## src/design/cpfm_pkg.sv

```systemverilog
// shared types, constants and codes for the capture period frequency meter
`timescale 1ns / 1ps
package cpfm_pkg;

   localparam int COUNTER_BITS_DEFAULT  = 16;
   localparam int OVERFLOW_BITS_DEFAULT = 16;

   localparam int STAMP_BITS = 16;
   localparam int TICKS_BITS = 32;
   localparam int CLOCK_BITS = 27;
   localparam int OPCODE_BITS = 2;

   localparam logic [CLOCK_BITS-1:0] CLOCK_RESET = CLOCK_BITS'(8000000);

   localparam logic [OPCODE_BITS-1:0] OP_OVERFLOW = 2'd0;
   localparam logic [OPCODE_BITS-1:0] OP_RISE     = 2'd1;
   localparam logic [OPCODE_BITS-1:0] OP_FALL     = 2'd2;

   localparam logic RESULT_HIGH   = 1'b0;
   localparam logic RESULT_PERIOD = 1'b1;

   typedef enum logic [1:0] {
      PH_WAIT_RISE = 2'd0,
      PH_WAIT_FALL = 2'd1,
      PH_WAIT_END  = 2'd2
   } phase_type;

   typedef enum logic [1:0] {
      ST_IDLE   = 2'd0,
      ST_DIVIDE = 2'd1,
      ST_LOAD   = 2'd2
   } ctrl_state_type;

   typedef struct packed {
      logic accept;
      logic div_step;
      logic out_load;
   } ctrl_cmd_type;

   typedef struct packed {
      logic has_result;
      logic need_div;
      logic div_done;
      logic out_free;
   } ctrl_status_type;

endpackage

```

## src/design/cpfm_if.sv

```systemverilog
// valid/ready channel interfaces for event requests and measurement responses
`timescale 1ns / 1ps
interface cpfm_req_if import cpfm_pkg::*; ();
   logic                   valid;
   logic                   ready;
   logic [OPCODE_BITS-1:0] opcode;
   logic [STAMP_BITS-1:0]  capture_value;

   modport source (output valid, output opcode, output capture_value, input ready);
   modport sink   (input valid, input opcode, input capture_value, output ready);
endinterface

interface cpfm_rsp_if import cpfm_pkg::*; ();
   logic                  valid;
   logic                  ready;
   logic                  result_kind;
   logic [TICKS_BITS-1:0] elapsed_ticks;
   logic [CLOCK_BITS-1:0] frequency_hz;
   logic                  range_flag;

   modport source (output valid, output result_kind, output elapsed_ticks,
                   output frequency_hz, output range_flag, input ready);
   modport sink   (input valid, input result_kind, input elapsed_ticks,
                   input frequency_hz, input range_flag, output ready);
endinterface

```

## src/design/cpfm_ctrl.sv

```systemverilog
// controller state machine: accept, divide and output load sequencing
`timescale 1ns / 1ps
module cpfm_ctrl import cpfm_pkg::*; (
   input  logic            clock,
   input  logic            reset,
   input  logic            req_valid,
   output logic            req_ready,
   input  ctrl_status_type status,
   output ctrl_cmd_type    cmd
);

   ctrl_state_type state_ff;
   ctrl_state_type state_in;

   always_ff @(posedge clock) begin
      if (reset) begin
         state_ff <= ST_IDLE;
      end else begin
         state_ff <= state_in;
      end
   end

   always_comb begin
      state_in = state_ff;
      case (state_ff)
         ST_IDLE: begin
            if (req_valid && status.has_result) begin
               state_in = status.need_div ? ST_DIVIDE : ST_LOAD;
            end
         end
         ST_DIVIDE: begin
            if (status.div_done) begin
               state_in = ST_LOAD;
            end
         end
         ST_LOAD: begin
            if (status.out_free) begin
               state_in = ST_IDLE;
            end
         end
         default: begin
            state_in = ST_IDLE;
         end
      endcase
   end

   always_comb begin
      req_ready    = 1'b0;
      cmd.accept   = 1'b0;
      cmd.div_step = 1'b0;
      cmd.out_load = 1'b0;
      case (state_ff)
         ST_IDLE: begin
            req_ready  = 1'b1;
            cmd.accept = req_valid;
         end
         ST_DIVIDE: begin
            cmd.div_step = 1'b1;
         end
         ST_LOAD: begin
            cmd.out_load = status.out_free;
         end
         default: begin
            req_ready = 1'b0;
         end
      endcase
   end

endmodule

```

## src/design/cpfm_datapath.sv

```systemverilog
// measurement state, span arithmetic, restoring divider and output register
`timescale 1ns / 1ps
module cpfm_datapath import cpfm_pkg::*; #(
   parameter int COUNTER_BITS  = COUNTER_BITS_DEFAULT,
   parameter int OVERFLOW_BITS = OVERFLOW_BITS_DEFAULT
) (
   input  logic                   clock,
   input  logic                   reset,
   input  logic                   csr_wr_en,
   input  logic [CLOCK_BITS-1:0]  csr_wr_data,
   input  logic [OPCODE_BITS-1:0] req_opcode,
   input  logic [STAMP_BITS-1:0]  req_capture_value,
   input  logic                   rsp_ready,
   output logic                   rsp_valid,
   output logic                   rsp_result_kind,
   output logic [TICKS_BITS-1:0]  rsp_elapsed_ticks,
   output logic [CLOCK_BITS-1:0]  rsp_frequency_hz,
   output logic                   rsp_range_flag,
   input  ctrl_cmd_type           cmd,
   output ctrl_status_type        status
);

   localparam int SPAN_BITS = 64;
   localparam int CNT_BITS  = $clog2(CLOCK_BITS);
   localparam logic [STAMP_BITS-1:0] STAMP_MASK =
      STAMP_BITS'((64'd1 << COUNTER_BITS) - 64'd1);
   localparam logic [CNT_BITS-1:0] CNT_LAST = CNT_BITS'(CLOCK_BITS - 1);

   logic [CLOCK_BITS-1:0]    clock_hz_ff;
   phase_type                phase_ff, phase_in;
   logic [STAMP_BITS-1:0]    start_ff, start_in;
   logic [OVERFLOW_BITS-1:0] ovf_ff, ovf_in;
   logic                     sat_ff, sat_in;

   logic                     kind_ff;
   logic [TICKS_BITS-1:0]    elapsed_ff;
   logic                     flag_ff;
   logic [TICKS_BITS-1:0]    rem_ff, rem_in;
   logic [CLOCK_BITS-1:0]    quo_ff, quo_in;
   logic [CNT_BITS-1:0]      cnt_ff;

   logic                     valid_ff;
   logic                     out_kind_ff;
   logic [TICKS_BITS-1:0]    out_elapsed_ff;
   logic [CLOCK_BITS-1:0]    out_freq_ff;
   logic                     out_flag_ff;

   logic [STAMP_BITS-1:0]    stamp;
   logic [SPAN_BITS-1:0]     span_wide;
   logic [TICKS_BITS-1:0]    span;
   logic                     is_period;
   logic                     is_high;
   logic [TICKS_BITS:0]      trial;
   logic                     trial_ge;

   assign stamp     = req_capture_value & STAMP_MASK;
   // overflow ticks weigh one full counter wrap each, kept modulo 2^32
   assign span_wide = SPAN_BITS'(stamp) + (SPAN_BITS'(ovf_ff) << COUNTER_BITS)
                      - SPAN_BITS'(start_ff);
   assign span      = span_wide[TICKS_BITS-1:0];
   assign is_period = (req_opcode == OP_RISE) && (phase_ff == PH_WAIT_END);
   assign is_high   = (req_opcode == OP_FALL) && (phase_ff == PH_WAIT_FALL);

   assign status.has_result = is_period || is_high;
   assign status.need_div   = is_period && (span != '0);
   assign status.div_done   = cnt_ff == CNT_LAST;
   assign status.out_free   = !valid_ff || rsp_ready;

   always_ff @(posedge clock) begin
      if (reset) begin
         clock_hz_ff <= CLOCK_RESET;
      end else if (csr_wr_en) begin
         clock_hz_ff <= csr_wr_data;
      end
   end

   always_comb begin
      phase_in = phase_ff;
      start_in = start_ff;
      ovf_in   = ovf_ff;
      sat_in   = sat_ff;
      case (req_opcode)
         OP_OVERFLOW: begin
            if (&ovf_ff) begin
               sat_in = 1'b1;
            end else begin
               ovf_in = ovf_ff + 1'b1;
            end
         end
         OP_RISE: begin
            // a rising edge opens a new pulse unless a falling edge is awaited
            if (phase_ff != PH_WAIT_FALL) begin
               start_in = stamp;
               ovf_in   = '0;
               sat_in   = 1'b0;
               phase_in = PH_WAIT_FALL;
            end
         end
         OP_FALL: begin
            if (phase_ff == PH_WAIT_FALL) begin
               phase_in = PH_WAIT_END;
            end
         end
         default: begin
            phase_in = phase_ff;
         end
      endcase
   end

   always_ff @(posedge clock) begin
      if (reset) begin
         phase_ff <= PH_WAIT_RISE;
         start_ff <= '0;
         ovf_ff   <= '0;
         sat_ff   <= 1'b0;
      end else if (cmd.accept) begin
         phase_ff <= phase_in;
         start_ff <= start_in;
         ovf_ff   <= ovf_in;
         sat_ff   <= sat_in;
      end
   end

   // restoring division, one quotient bit per cycle
   assign trial    = {rem_ff, quo_ff[CLOCK_BITS-1]};
   assign trial_ge = trial >= {1'b0, elapsed_ff};

   always_comb begin
      rem_in = trial_ge ? TICKS_BITS'(trial - {1'b0, elapsed_ff}) : trial[TICKS_BITS-1:0];
      quo_in = {quo_ff[CLOCK_BITS-2:0], trial_ge};
   end

   always_ff @(posedge clock) begin
      if (cmd.accept) begin
         kind_ff    <= is_period ? RESULT_PERIOD : RESULT_HIGH;
         elapsed_ff <= span;
         flag_ff    <= sat_ff || (is_period && (span == '0));
         rem_ff     <= '0;
         quo_ff     <= status.need_div ? clock_hz_ff : '0;
         cnt_ff     <= '0;
      end else if (cmd.div_step) begin
         rem_ff <= rem_in;
         quo_ff <= quo_in;
         cnt_ff <= cnt_ff + 1'b1;
      end
   end

   always_ff @(posedge clock) begin
      if (reset) begin
         valid_ff <= 1'b0;
      end else if (cmd.out_load) begin
         valid_ff <= 1'b1;
      end else if (rsp_ready) begin
         valid_ff <= 1'b0;
      end
   end

   always_ff @(posedge clock) begin
      if (cmd.out_load) begin
         out_kind_ff    <= kind_ff;
         out_elapsed_ff <= elapsed_ff;
         out_freq_ff    <= quo_ff;
         out_flag_ff    <= flag_ff;
      end
   end

   assign rsp_valid         = valid_ff;
   assign rsp_result_kind   = out_kind_ff;
   assign rsp_elapsed_ticks = out_elapsed_ff;
   assign rsp_frequency_hz  = out_freq_ff;
   assign rsp_range_flag    = out_flag_ff;

endmodule

```

## src/design/capture_period_frequency_meter_core.sv

```systemverilog
// Capture period frequency meter: takes overflow, rising-edge and falling-edge
// events of a free-running capture counter and reports the high time at each
// falling edge and the period with clock_hz / period at each closing rising
// edge. Overflow ticks and edges that give no transaction leave the block ready
// for the next event; a high-time result or a zero period is loaded into the
// output register before the next event is accepted; a nonzero period first
// passes 27 steps of the restoring divider at one quotient bit per cycle. The
// load waits while the response side stalls; a waiting response does not hold
// up events that give no transaction. clock_hz is written through csr_wr_en;
// the user must do so only while idle; the block does not enforce it.
`timescale 1ns / 1ps
module capture_period_frequency_meter_core import cpfm_pkg::*; #(
   parameter int COUNTER_BITS  = COUNTER_BITS_DEFAULT,
   parameter int OVERFLOW_BITS = OVERFLOW_BITS_DEFAULT
) (
   input  logic                  clock,
   input  logic                  reset,
   input  logic                  csr_wr_en,
   input  logic [CLOCK_BITS-1:0] csr_wr_data,
   cpfm_req_if.sink              req_bus,
   cpfm_rsp_if.source            rsp_bus
);

   ctrl_cmd_type    cmd;
   ctrl_status_type status;

   cpfm_ctrl u_ctrl (
      .clock     (clock),
      .reset     (reset),
      .req_valid (req_bus.valid),
      .req_ready (req_bus.ready),
      .status    (status),
      .cmd       (cmd)
   );

   cpfm_datapath #(
      .COUNTER_BITS  (COUNTER_BITS),
      .OVERFLOW_BITS (OVERFLOW_BITS)
   ) u_datapath (
      .clock             (clock),
      .reset             (reset),
      .csr_wr_en         (csr_wr_en),
      .csr_wr_data       (csr_wr_data),
      .req_opcode        (req_bus.opcode),
      .req_capture_value (req_bus.capture_value),
      .rsp_ready         (rsp_bus.ready),
      .rsp_valid         (rsp_bus.valid),
      .rsp_result_kind   (rsp_bus.result_kind),
      .rsp_elapsed_ticks (rsp_bus.elapsed_ticks),
      .rsp_frequency_hz  (rsp_bus.frequency_hz),
      .rsp_range_flag    (rsp_bus.range_flag),
      .cmd               (cmd),
      .status            (status)
   );

   // output register is only loaded when its previous transaction has gone
   assert property (@(posedge clock) disable iff (reset)
      cmd.out_load |-> (!rsp_bus.valid || rsp_bus.ready))
      else $error("response overwritten before it was taken");

   // no event accepted while the divider is stepping
   assert property (@(posedge clock) disable iff (reset)
      cmd.div_step |-> !req_bus.ready)
      else $error("event accepted during division");

   // high-time results carry no frequency
   assert property (@(posedge clock) disable iff (reset)
      (rsp_bus.valid && (rsp_bus.result_kind == RESULT_HIGH)) |-> (rsp_bus.frequency_hz == '0))
      else $error("high-time result with nonzero frequency");

   // a zero period must raise the range flag
   assert property (@(posedge clock) disable iff (reset)
      (rsp_bus.valid && (rsp_bus.result_kind == RESULT_PERIOD)
       && (rsp_bus.elapsed_ticks == '0)) |-> rsp_bus.range_flag)
      else $error("zero period without range flag");

endmodule

```

## src/flat_wrapper.sv

```systemverilog
// flat-port wrapper written by rule: the top's interface ports become plain ports
module capture_period_frequency_meter_core_flat import cpfm_pkg::*;
#(
   parameter int COUNTER_BITS  = COUNTER_BITS_DEFAULT,
   parameter int OVERFLOW_BITS = OVERFLOW_BITS_DEFAULT
)
  (clock, reset, csr_wr_en, csr_wr_data, req_bus_valid, req_bus_opcode, req_bus_capture_value, req_bus_ready, rsp_bus_valid, rsp_bus_result_kind, rsp_bus_elapsed_ticks, rsp_bus_frequency_hz, rsp_bus_range_flag, rsp_bus_ready);
  cpfm_req_if req_bus_i ();
  cpfm_rsp_if rsp_bus_i ();
  input  logic clock;
  input  logic reset;
  input  logic csr_wr_en;
  input  logic [CLOCK_BITS-1:0] csr_wr_data;
  input wire logic [$bits(req_bus_i.valid)-1:0] req_bus_valid;
  input wire logic [$bits(req_bus_i.opcode)-1:0] req_bus_opcode;
  input wire logic [$bits(req_bus_i.capture_value)-1:0] req_bus_capture_value;
  output wire logic [$bits(req_bus_i.ready)-1:0] req_bus_ready;
  output wire logic [$bits(rsp_bus_i.valid)-1:0] rsp_bus_valid;
  output wire logic [$bits(rsp_bus_i.result_kind)-1:0] rsp_bus_result_kind;
  output wire logic [$bits(rsp_bus_i.elapsed_ticks)-1:0] rsp_bus_elapsed_ticks;
  output wire logic [$bits(rsp_bus_i.frequency_hz)-1:0] rsp_bus_frequency_hz;
  output wire logic [$bits(rsp_bus_i.range_flag)-1:0] rsp_bus_range_flag;
  input wire logic [$bits(rsp_bus_i.ready)-1:0] rsp_bus_ready;
  assign req_bus_i.valid = req_bus_valid;
  assign req_bus_i.opcode = req_bus_opcode;
  assign req_bus_i.capture_value = req_bus_capture_value;
  assign req_bus_ready = req_bus_i.ready;
  assign rsp_bus_valid = rsp_bus_i.valid;
  assign rsp_bus_result_kind = rsp_bus_i.result_kind;
  assign rsp_bus_elapsed_ticks = rsp_bus_i.elapsed_ticks;
  assign rsp_bus_frequency_hz = rsp_bus_i.frequency_hz;
  assign rsp_bus_range_flag = rsp_bus_i.range_flag;
  assign rsp_bus_i.ready = rsp_bus_ready;
  capture_period_frequency_meter_core #(.COUNTER_BITS(COUNTER_BITS), .OVERFLOW_BITS(OVERFLOW_BITS)) u_core (.clock(clock), .reset(reset), .csr_wr_en(csr_wr_en), .csr_wr_data(csr_wr_data), .req_bus(req_bus_i), .rsp_bus(rsp_bus_i));
endmodule
```

## config.mk

```make
export PLATFORM = sky130hd
export DESIGN_NAME = capture_period_frequency_meter_core_flat
export DESIGN_NICKNAME = d
export VERILOG_FILES = /design/src/design/cpfm_pkg.sv /design/src/design/cpfm_if.sv /design/src/design/cpfm_ctrl.sv /design/src/design/cpfm_datapath.sv /design/src/design/capture_period_frequency_meter_core.sv /design/src/flat_wrapper.sv
export SDC_FILE = /design/constraint.sdc
export NUM_CORES = 1
export LEC_CHECK = 0
export ABC_AREA = 1
export ABC_CLOCK_PERIOD_IN_PS = 3500
export BUFFER_PORTS_ARGS = -buffer_cell sky130_fd_sc_hd__buf_2
export CAP_MARGIN = 10
export CORE_ASPECT_RATIO = 1.75
export CORE_MARGIN = 2
export CORE_UTILIZATION = 38
export CTS_BUF_LIST = sky130_fd_sc_hd__clkbuf_8
export DETAILED_ROUTE_END_ITERATION = 7
export PLACE_DENSITY = 0.62
export SLEW_MARGIN = 20
export SYNTH_ARGS = -nofsm -noshare
export SYNTH_HDL_FRONTEND = slang
export SYNTH_SLANG_ARGS = --single-unit
```

## constraint.sdc

```tcl
create_clock -name clock -period 3.5 [get_ports clock]
set_clock_uncertainty 0.1 [all_clocks]
set_input_delay 0.175 -clock clock [delete_from_list [all_inputs] [get_ports clock]]
set_output_delay 0.175 -clock clock [all_outputs]
set_load 0.02 [all_outputs]
```

==> summary.txt, run 1 <==
Job
  • Number of maximum-capacitance violations: 0

Power and ir drop
  • Share of power burned in registers: 44.1%
  • Internal power: around 5.5 mW
  • LEAKAGE: between 6 and 7 nW
  • Pwr per Cell Area: 582 mW/mm^2
  • Sw power: 2.98 mW
  • Net Sw Frac: a little over a third
  • Clock power frac: 28.1%
  • Combinational power share: 27.8%
  • Worst VDD drop: 0.280 mV

Setup path
  • Worst setup startpoint: u_core.u_datapath.start_ff[5]$_SDFFE_PP0P_
  • Worst Path Arrival: approximately 3.2 ns
  • Critical Path Start Type: flip-flop
  • Critical path required time: 3.68 ns
  • Reg2reg end: u_core.u_datapath.quo_ff[26]$_DFFE_PP_
  • Setup crit end: u_core.u_datapath.quo_ff[26]$_DFFE_PP_
  • Critical path class: flip-flop to flip-flop
  • Worst reg-to-reg path cell count: 18
  • RR Startpoint: u_core.u_datapath.start_ff[5]$_SDFFE_PP0P_
  • Critical path fanouts, max: 27
  • Crit end category: flip-flop
  • Reg-to-reg setup timing slack: 0.43 ns

Final layout
  • Syn-to-layout area delta: 18.6%
  • Fin nets: 1,862
  • Core Util, Final: 45.6%
  • Most frequent cells in the layout: nand2_1, inv_1, nor2_1
  • Commonest non-fill, non-tap cell in the layout: nand2_1
  • Fill cell count: 3,273
  • Share of cells above drive strength 1: 13.5%

GRT
  • Antenna violations before repair: 1
  • Largest net degree at the start of global routing: 67
  • First-pass GRT wire length: 55,600 um
  • Total global routing overflow: 0
  • GRT Resource Usage Total: 20.6%
  • Vias in the first global route: between 10,000 and 15,000

Synth
  • Count of cell types in the netlist: 48
  • Synth Area in XOR/XNOR: 2.28%
  • Prevailing post-synth register cell: edfxtp_1
  • Mapped Avg Cell Area: 7.81 sq um
  • EDFF count, synth: 122
  • Post-Synthesis Net Count: 1,682
  • Mux cell area share after synthesis: 0%
  • Async SR Flop Fraction: 0%
  • Yosys reg bits: 224
  • Largest family of logic cells by synthesized area: simple AND/OR/NAND/NOR gates
  • Cells after Synth: approximately 1,600
  • Syn Std Cell Area: 0.0123 sq mm
  • Simple-Gate Fraction of Synth Area: roughly a quarter
  • Synth Area in Adders: under 10%
  • Synth Warn #: 0
  • Compound-gate portion of the synthesized area: 12.5%
  • Sequential fraction of the synthesis area: 46.4%

Timing
  • Final hold vios: 0
  • Setup violations, final: 0
  • Final Max Tran Viols: 0
  • RSZ-0062 raised after global routing: false
  • Final Critical Period: 3.07 ns
  • FMAX: about 330 MHz
  • Sum Neg Setup Slack: 0 ns
  • Fin crit share: between 80% and 90%
  • Slew HR: 24.3%
  • Slew @ Worst Pin: ~1.1 ns

Route
  • Drt wl/cell: about 16 um
  • Antenna-violating nets left: 0
  • Residual DRC: 0
  • TritonRoute pass-1 iters: 6
  • DR iter-0 viols: 614
  • Vias/cell: a little under 5
  • Vias: 10,800
  • Routed wire length: 34,800 um

Floorplanning
  • Core area: 0.0320 sq mm
  • Die ar.: 0.0339 sq mm
  • Die height: 242 um
  • Starting Density: between 30% and 40%
  • Top Ports: 113
  • Placement Rows: just under 90
  • Die X: 140 um

Clock tree
  • CTS Buf Count: 35
  • Setup bufs post-CTS: 0
  • Clock buffer depth: 3
  • Clk Latency, worst-skew pair: 0.56 ns
  • # clock sinks: about 220
  • Clock slew at reported path FFs: about 0.060 ns
  • H-tree depth: 2
  • Clock tree from TritonCTS: done
  • CTS root buffer: clkbuf_8

Run status
  • Result of the run: finished, final reports clean

Hold path
  • Hold WC Path Type: input port to flip-flop

Placed design
  • Port buffer count: 112
  • Detailed Place HPWL: around 27,000 um
  • Placer's final routability congestion estimate: 1.04
worst min path at each step:
stage,to,startpoint,slack [ns],cells after the start
5_1_grt,u_core.u_datapath.clock_hz_ff[22]$_SDFFE_PP1P_,csr_wr_en,0.06,3
4_1_cts,u_core.u_datapath.clock_hz_ff[19]$_SDFFE_PP1P_,csr_wr_en,0.009,3
3_5_place_dp,u_core.u_datapath.clock_hz_ff[12]$_SDFFE_PP1P_,csr_wr_data[12],0.30,3
3_3_place_gp,u_core.u_datapath.clock_hz_ff[12]$_SDFFE_PP1P_,csr_wr_data[12],0.29,3
6_report,u_core.u_datapath.clock_hz_ff[19]$_SDFFE_PP1P_,csr_wr_en,0.04,3
2_1_floorplan,u_core.u_datapath.phase_ff[1]$_SDFFE_PP0P_,reset,0.14,1
synthesized netlist by cell type, drive strengths merged (2+ instances only):
library cell  count  share of area [%]
o21a              3               0.18
a211oi            6               0.37
or2               5               0.25
xor2             16                1.1
nor2            167                5.4
nor4              4               0.20
nand2           434                 13
fa                2               0.33
nand3b            2               0.12
a21o              5               0.31
nor3             19               0.90
nand3            73                3.0
xnor2            16                1.1
buf              11               0.71
clkinv            5               0.15
o21ai           125                5.7
nand4            12               0.61
inv             236                7.2
o211ai           14               0.85
a221oi            2               0.14
o21bai            5               0.31
dfxtp           102                 17
edfxtp          122                 30
a21boi            4               0.24
ha               56                5.7
a21oi            99                4.1
a31oi             2               0.10
clkbuf           22               0.67
metrics by stage:
step	hold WS, ns	worst slack, ns	instance area, sq um	cells	power [mW]
after detailed placement	0.295	0.269	13300	2068	6.12
after floorplan	0.144	0.878	12300	1574	5.31
final	0.0406	0.435	14600	2181	8.49
after global routing	0.0618	0.0969	14600	2181	8.99
after global placement	0.292	0.310	13300	2068	6.09
after CTS	0.00882	0.270	14600	2180	8.57
what timing repair did:
item | 4_1_cts | 5_1_grt
hold buffers | 49 | 0
setup endpoints to repair | 0 | 1
resized for setup | 0 | 1
endpoints found under the hold margin | 48 | 0
state kept, by name, indices dropped and copies added, names as in the netlist:
register,cells
u_core.u_datapath.sat_ff,1
u_core.u_datapath.start_ff,16
u_core.u_datapath.phase_ff,2
u_core.u_ctrl.state_ff,2
u_core.u_datapath.rem_ff,32
u_core.u_datapath.ovf_ff,16
u_core.u_datapath.flag_ff,1
u_core.u_datapath.elapsed_ff,32
u_core.u_datapath.quo_ff,27
u_core.u_datapath.rsp_range_flag,1
u_core.u_datapath.kind_ff,1
u_core.u_datapath.cnt_ff,5
u_core.u_datapath.rsp_valid,1
u_core.u_datapath.clock_hz_ff,27
u_core.u_datapath.rsp_frequency_hz,27
u_core.u_datapath.rsp_result_kind,1
u_core.u_datapath.rsp_elapsed_ticks,32
routing by layer:
layer  up-vias  track usage, %  share of wire, %
met5         -               0                 0
met3       103            2.65               3.2
met1      4985            21.2                37
met4         0            12.8               6.5
met2       232            38.9                53
li1       5472               -                 -
final cells by class:
| type | count | area (sq um) | area share, % |
|---|---|---|---|
| Multi-Input combinational cell | 1076 | 5530 | 38.0 |
| Sequential cell | 224 | 5710 | 39.1 |
| Timing Repair Buffer | 176 | 1180 | 8.07 |
| Antenna cell | 1 | 2.50 | 0.0172 |
| Clock buffer | 38 | 523 | 3.59 |
| Clock inverter | 25 | 234 | 1.60 |
| Inverter | 241 | 905 | 6.20 |
| Tap cell | 400 | 500 | 3.43 |
power by group through the flow:
stage	Clock, mW	Combinational, mW	Sequential [mW]
finish	2.39	2.36	3.74
floorplan	0	1.47	3.83
detailed placement	0	2.32	3.80
global placement	0	2.30	3.79
CTS	2.45	2.37	3.75
global route	2.56	2.64	3.79
worst max-delay path, stage by stage (launching register included):
cell,delay (ns)
dfxtp_1,0.31
inv_1,0.05
ha_1,0.35
nand2_1,0.15
inv_1,0.07
a21oi_1,0.19
nand2_1,0.17
nand2_1,0.12
nand2_1,0.08
nand2_1,0.07
nand2_1,0.10
nor2_1,0.11
nand2_1,0.06
nor2_1,0.19
nand2_1,0.10
nor2_2,0.10
nand2_2,0.12
nand2_8,0.23
o21ai_0,0.14
cells by family after synthesis:
group | Yosys count
xor+xnor | 32
fa+ha+maj | 58
buf+inv | 274
simple gates | 718
flops | 224
compound gates | 268
Note: power is estimated with default switching activity, not from simulation.
==> inputs of run 2 (changes only) <==
--- a/config.mk
+++ b/config.mk
@@ -14,6 +14,7 @@
 export CORE_UTILIZATION = 38
 export CTS_BUF_LIST = sky130_fd_sc_hd__clkbuf_8
 export DETAILED_ROUTE_END_ITERATION = 7
+export MAX_ROUTING_LAYER = met4
 export PLACE_DENSITY = 0.62
 export SLEW_MARGIN = 20
 export SYNTH_ARGS = -nofsm -noshare
==> summary.txt, run 2 (synthesis gave the netlist of run 1 again) <==
Final layout
  • Footprint of the multi-input gates: 0.00552 sq mm (was 0.00553 sq mm)
  • Commonest non-fill, non-tap cell in the layout: nand2_1 (unchanged)
  • Seq. cell area: 0.00571 sq mm (unchanged)
  • Fin nets: 1,864 (was 1,862)
  • Most frequent cells in the layout: nand2_1, inv_1, nor2_1 (unchanged)
  • Fill cell count: 3,275 (was 3,273)
  • Finished Layout Cells: 2,183 (was 2,181)
  • Share of cells above drive strength 1: 13.2% (was 13.5%)
  • Syn-to-layout area delta: 18.2% (was 18.6%)

Setup path
  • Reg2reg end: u_core.u_datapath.rem_ff[23]$_SDFFE_PP0P_ (was u_core.u_datapath.quo_ff[26]$_DFFE_PP_)
  • Reg-to-reg setup timing slack: 0.38 ns (was 0.43 ns)
  • Crit end category: flip-flop (unchanged)
  • Critical path fanouts, max: 41 (was 27)
  • Critical path required time: 3.85 ns (was 3.68 ns)
  • RR Startpoint: u_core.u_datapath.elapsed_ff[1]$_DFFE_PP_ (was u_core.u_datapath.start_ff[5]$_SDFFE_PP0P_)
  • Critical path class: flip-flop to flip-flop (unchanged)
  • Worst reg-to-reg path cell count: 14 (was 18)
  • Critical Path Start Type: flip-flop (unchanged)
  • Worst Path Arrival: 3.47 ns (was 3.24 ns)

Timing
  • Sum Neg Setup Slack: 0 ns (unchanged)
  • Final Max Tran Viols: 0 (unchanged)
  • Final Critical Period: 3.12 ns (was 3.07 ns)
  • Setup violations, final: 0 (unchanged)
  • FMAX: 321 MHz (was 326 MHz)
  • Slew @ Worst Pin: 0.866 ns (was 1.13 ns)
  • Slew HR: 41.8% (was 24.3%)
  • RSZ-0062 raised after global routing: false (unchanged)
  • Final hold vios: 0 (unchanged)
  • Worst setup margin: 0.384 ns (was 0.435 ns)
  • Fin crit share: 89.0% (was 87.6%)

Clock tree
  • CTS root buffer: clkbuf_8 (unchanged)
  • Clock slew at reported path FFs: 0.07 ns (was 0.06 ns)
  • Clk Latency, worst-skew pair: 0.57 ns (was 0.56 ns)
  • Setup bufs post-CTS: 0 (unchanged)
  • H-tree depth: 2 (unchanged)
  • Clock tree from TritonCTS: done (unchanged)
  • Hold Buf Count CTS: 50 (was 49)
  • # clock sinks: 224 (unchanged)
  • Clock buffer depth: 3 (unchanged)
  • Resized Gates After CTS: 0 (unchanged)
  • CTS Buf Count: 35 (unchanged)

Power and ir drop
  • Internal power: 5.36 mW (was 5.51 mW)
  • Share of power burned in registers: 44.6% (was 44.1%)
  • Net Sw Frac: 36.1% (was 35.1%)
  • Worst VDD drop: 0.291 mV (was 0.280 mV)
  • Power, Total: 8.38 mW (was 8.49 mW)
  • Pwr per Cell Area: 576 mW/mm^2 (was 582 mW/mm^2)
  • Combinational power share: 28.6% (was 27.8%)
  • LEAKAGE: 6.73 nW (was 6.74 nW)
  • Sw power: 3.02 mW (was 2.98 mW)
  • Clock power frac: 26.8% (was 28.1%)

Route
  • TritonRoute pass-1 iters: 4 (was 6)
  • DR iter-0 viols: 482 (was 614)
  • Routed wire length: 36,000 um (was 34,800 um)
  • Antenna-violating nets left: 0 (unchanged)
  • Vias/cell: 4.97 (was 4.95)
  • Vias: 10,800 (about the same)
  • Residual DRC: 0 (unchanged)
  • Drt wl/cell: 16.5 um (was 15.9 um)

Placed design
  • Pre-CTS setup slack: 0.335 ns (was 0.269 ns)
  • Port buffer count: 112 (unchanged)
  • Placer's final routability congestion estimate: 1.04 (about the same)
  • Detailed Place HPWL: 27,600 um (was 26,800 um)
  • Placed insts: 2,069 (was 2,068)

Floorplanning
  • Starting Density: 38.4% (unchanged)
  • Placement Rows: 87 (unchanged)
  • Die ar.: 0.0339 sq mm (unchanged)
  • Die X: 140 um (unchanged)
  • Top Ports: 113 (unchanged)
  • Die height: 242 um (unchanged)
  • Core area: 0.0320 sq mm (unchanged)

Hold path
  • Hold Path Stages: 5 (was 3)
  • Hold WC Path Type: input port to flip-flop (unchanged)
  • Min-delay src: req_bus_opcode[1] (was csr_wr_en)
  • WHS Endpoint: u_core.u_datapath.phase_ff[0]$_SDFFE_PP0P_ (was u_core.u_datapath.clock_hz_ff[19]$_SDFFE_PP1P_)

Job
  • Number of maximum-capacitance violations: 0 (unchanged)

GRT
  • Antenna violations before repair: 1 (unchanged)
  • Total global routing overflow: 0 (unchanged)
  • First-pass GRT wire length: 56,800 um (was 55,600 um)
  • Vias in the first global route: 11,100 (about the same)
  • GRT Resource Usage Total: 21.9% (was 20.6%)
  • Largest net degree at the start of global routing: 43 (was 67)

Run status
  • Result of the run: finished, final reports clean (unchanged)
[run 2: power by group through the flow]
| stage | clock network, mW | logic (mW) | registers, mW |
|---|---|---|---|
| 2_1_floorplan | 0 | 1.47 | 3.83 |
| 3_5_place_dp | 0 | 2.35 | 3.80 |
| 3_3_place_gp | 0 | 2.33 | 3.78 |
| 4_1_cts | 2.31 | 2.40 | 3.75 |
| 5_1_grt | 2.40 | 2.68 | 3.79 |
| 6_report | 2.24 | 2.39 | 3.74 |
[run 2: through the flow]
step                instance area (sq um)  hold WS (ns)  utilization, %
detailed placement                  13300         0.298            41.7
global placement                    13300         0.293            41.7
CTS                                 14500        0.0132            45.4
global route                        14500        0.0464            45.4
floorplan                           12300         0.144               -
finish                              14500        0.0458            45.4
[run 2: worst max-delay path, stage by stage, from the launching register on]
cell      delay (ns)
edfxtp_1        0.46
inv_1           0.07
ha_1            0.35
nand3_1         0.09
nand2_1         0.13
a21boi_1        0.12
o21bai_1        0.48
nand3_1         0.14
o211ai_1        0.21
nand2_1         0.09
nand2_1         0.14
buf_12          0.22
inv_2           0.16
a21oi_1         0.16
o21ai_0         0.08
[run 2: worst max-delay path by stage]
stage                                                            to  slack [ns]  depth (start not counted)                                  startpoint
after global routing          u_core.u_datapath.quo_ff[5]$_DFFE_PP_        0.04                         18  u_core.u_datapath.start_ff[6]$_SDFFE_PP0P_
after floorplan               u_core.u_datapath.quo_ff[0]$_DFFE_PP_        0.88                         18  u_core.u_datapath.start_ff[0]$_SDFFE_PP0P_
after CTS                    u_core.u_datapath.quo_ff[26]$_DFFE_PP_        0.35                         16  u_core.u_datapath.start_ff[0]$_SDFFE_PP0P_
after detailed placement     u_core.u_datapath.quo_ff[26]$_DFFE_PP_        0.34                         18                    req_bus_capture_value[0]
final                     u_core.u_datapath.rem_ff[23]$_SDFFE_PP0P_        0.38                         14   u_core.u_datapath.elapsed_ff[1]$_DFFE_PP_
after global placement       u_core.u_datapath.quo_ff[26]$_DFFE_PP_        0.34                         18                    req_bus_capture_value[0]
[run 2: cell type report]
class | count | share of cell area, %
Sequential cell | 224 | 39.3
Multi-Input combinational cell | 1076 | 38.0
Timing Repair Buffer | 178 | 8.30
Inverter | 241 | 6.22
Clock buffer | 37 | 3.50
Tap cell | 400 | 3.44
Clock inverter | 26 | 1.26
Antenna cell | 1 | 0.0172
[run 2: per-layer routing]
| layer | vias up | GRT usage, % | wire, um |
|---|---|---|---|
| li1 | 5484 | - | - |
| met1 | 5001 | 21.1 | 13200 |
| met2 | 233 | 40.3 | 19200 |
| met3 | 123 | 2.69 | 1050 |
| met4 | 0 | 14.4 | 2510 |
| met5 | - | - | 0 |
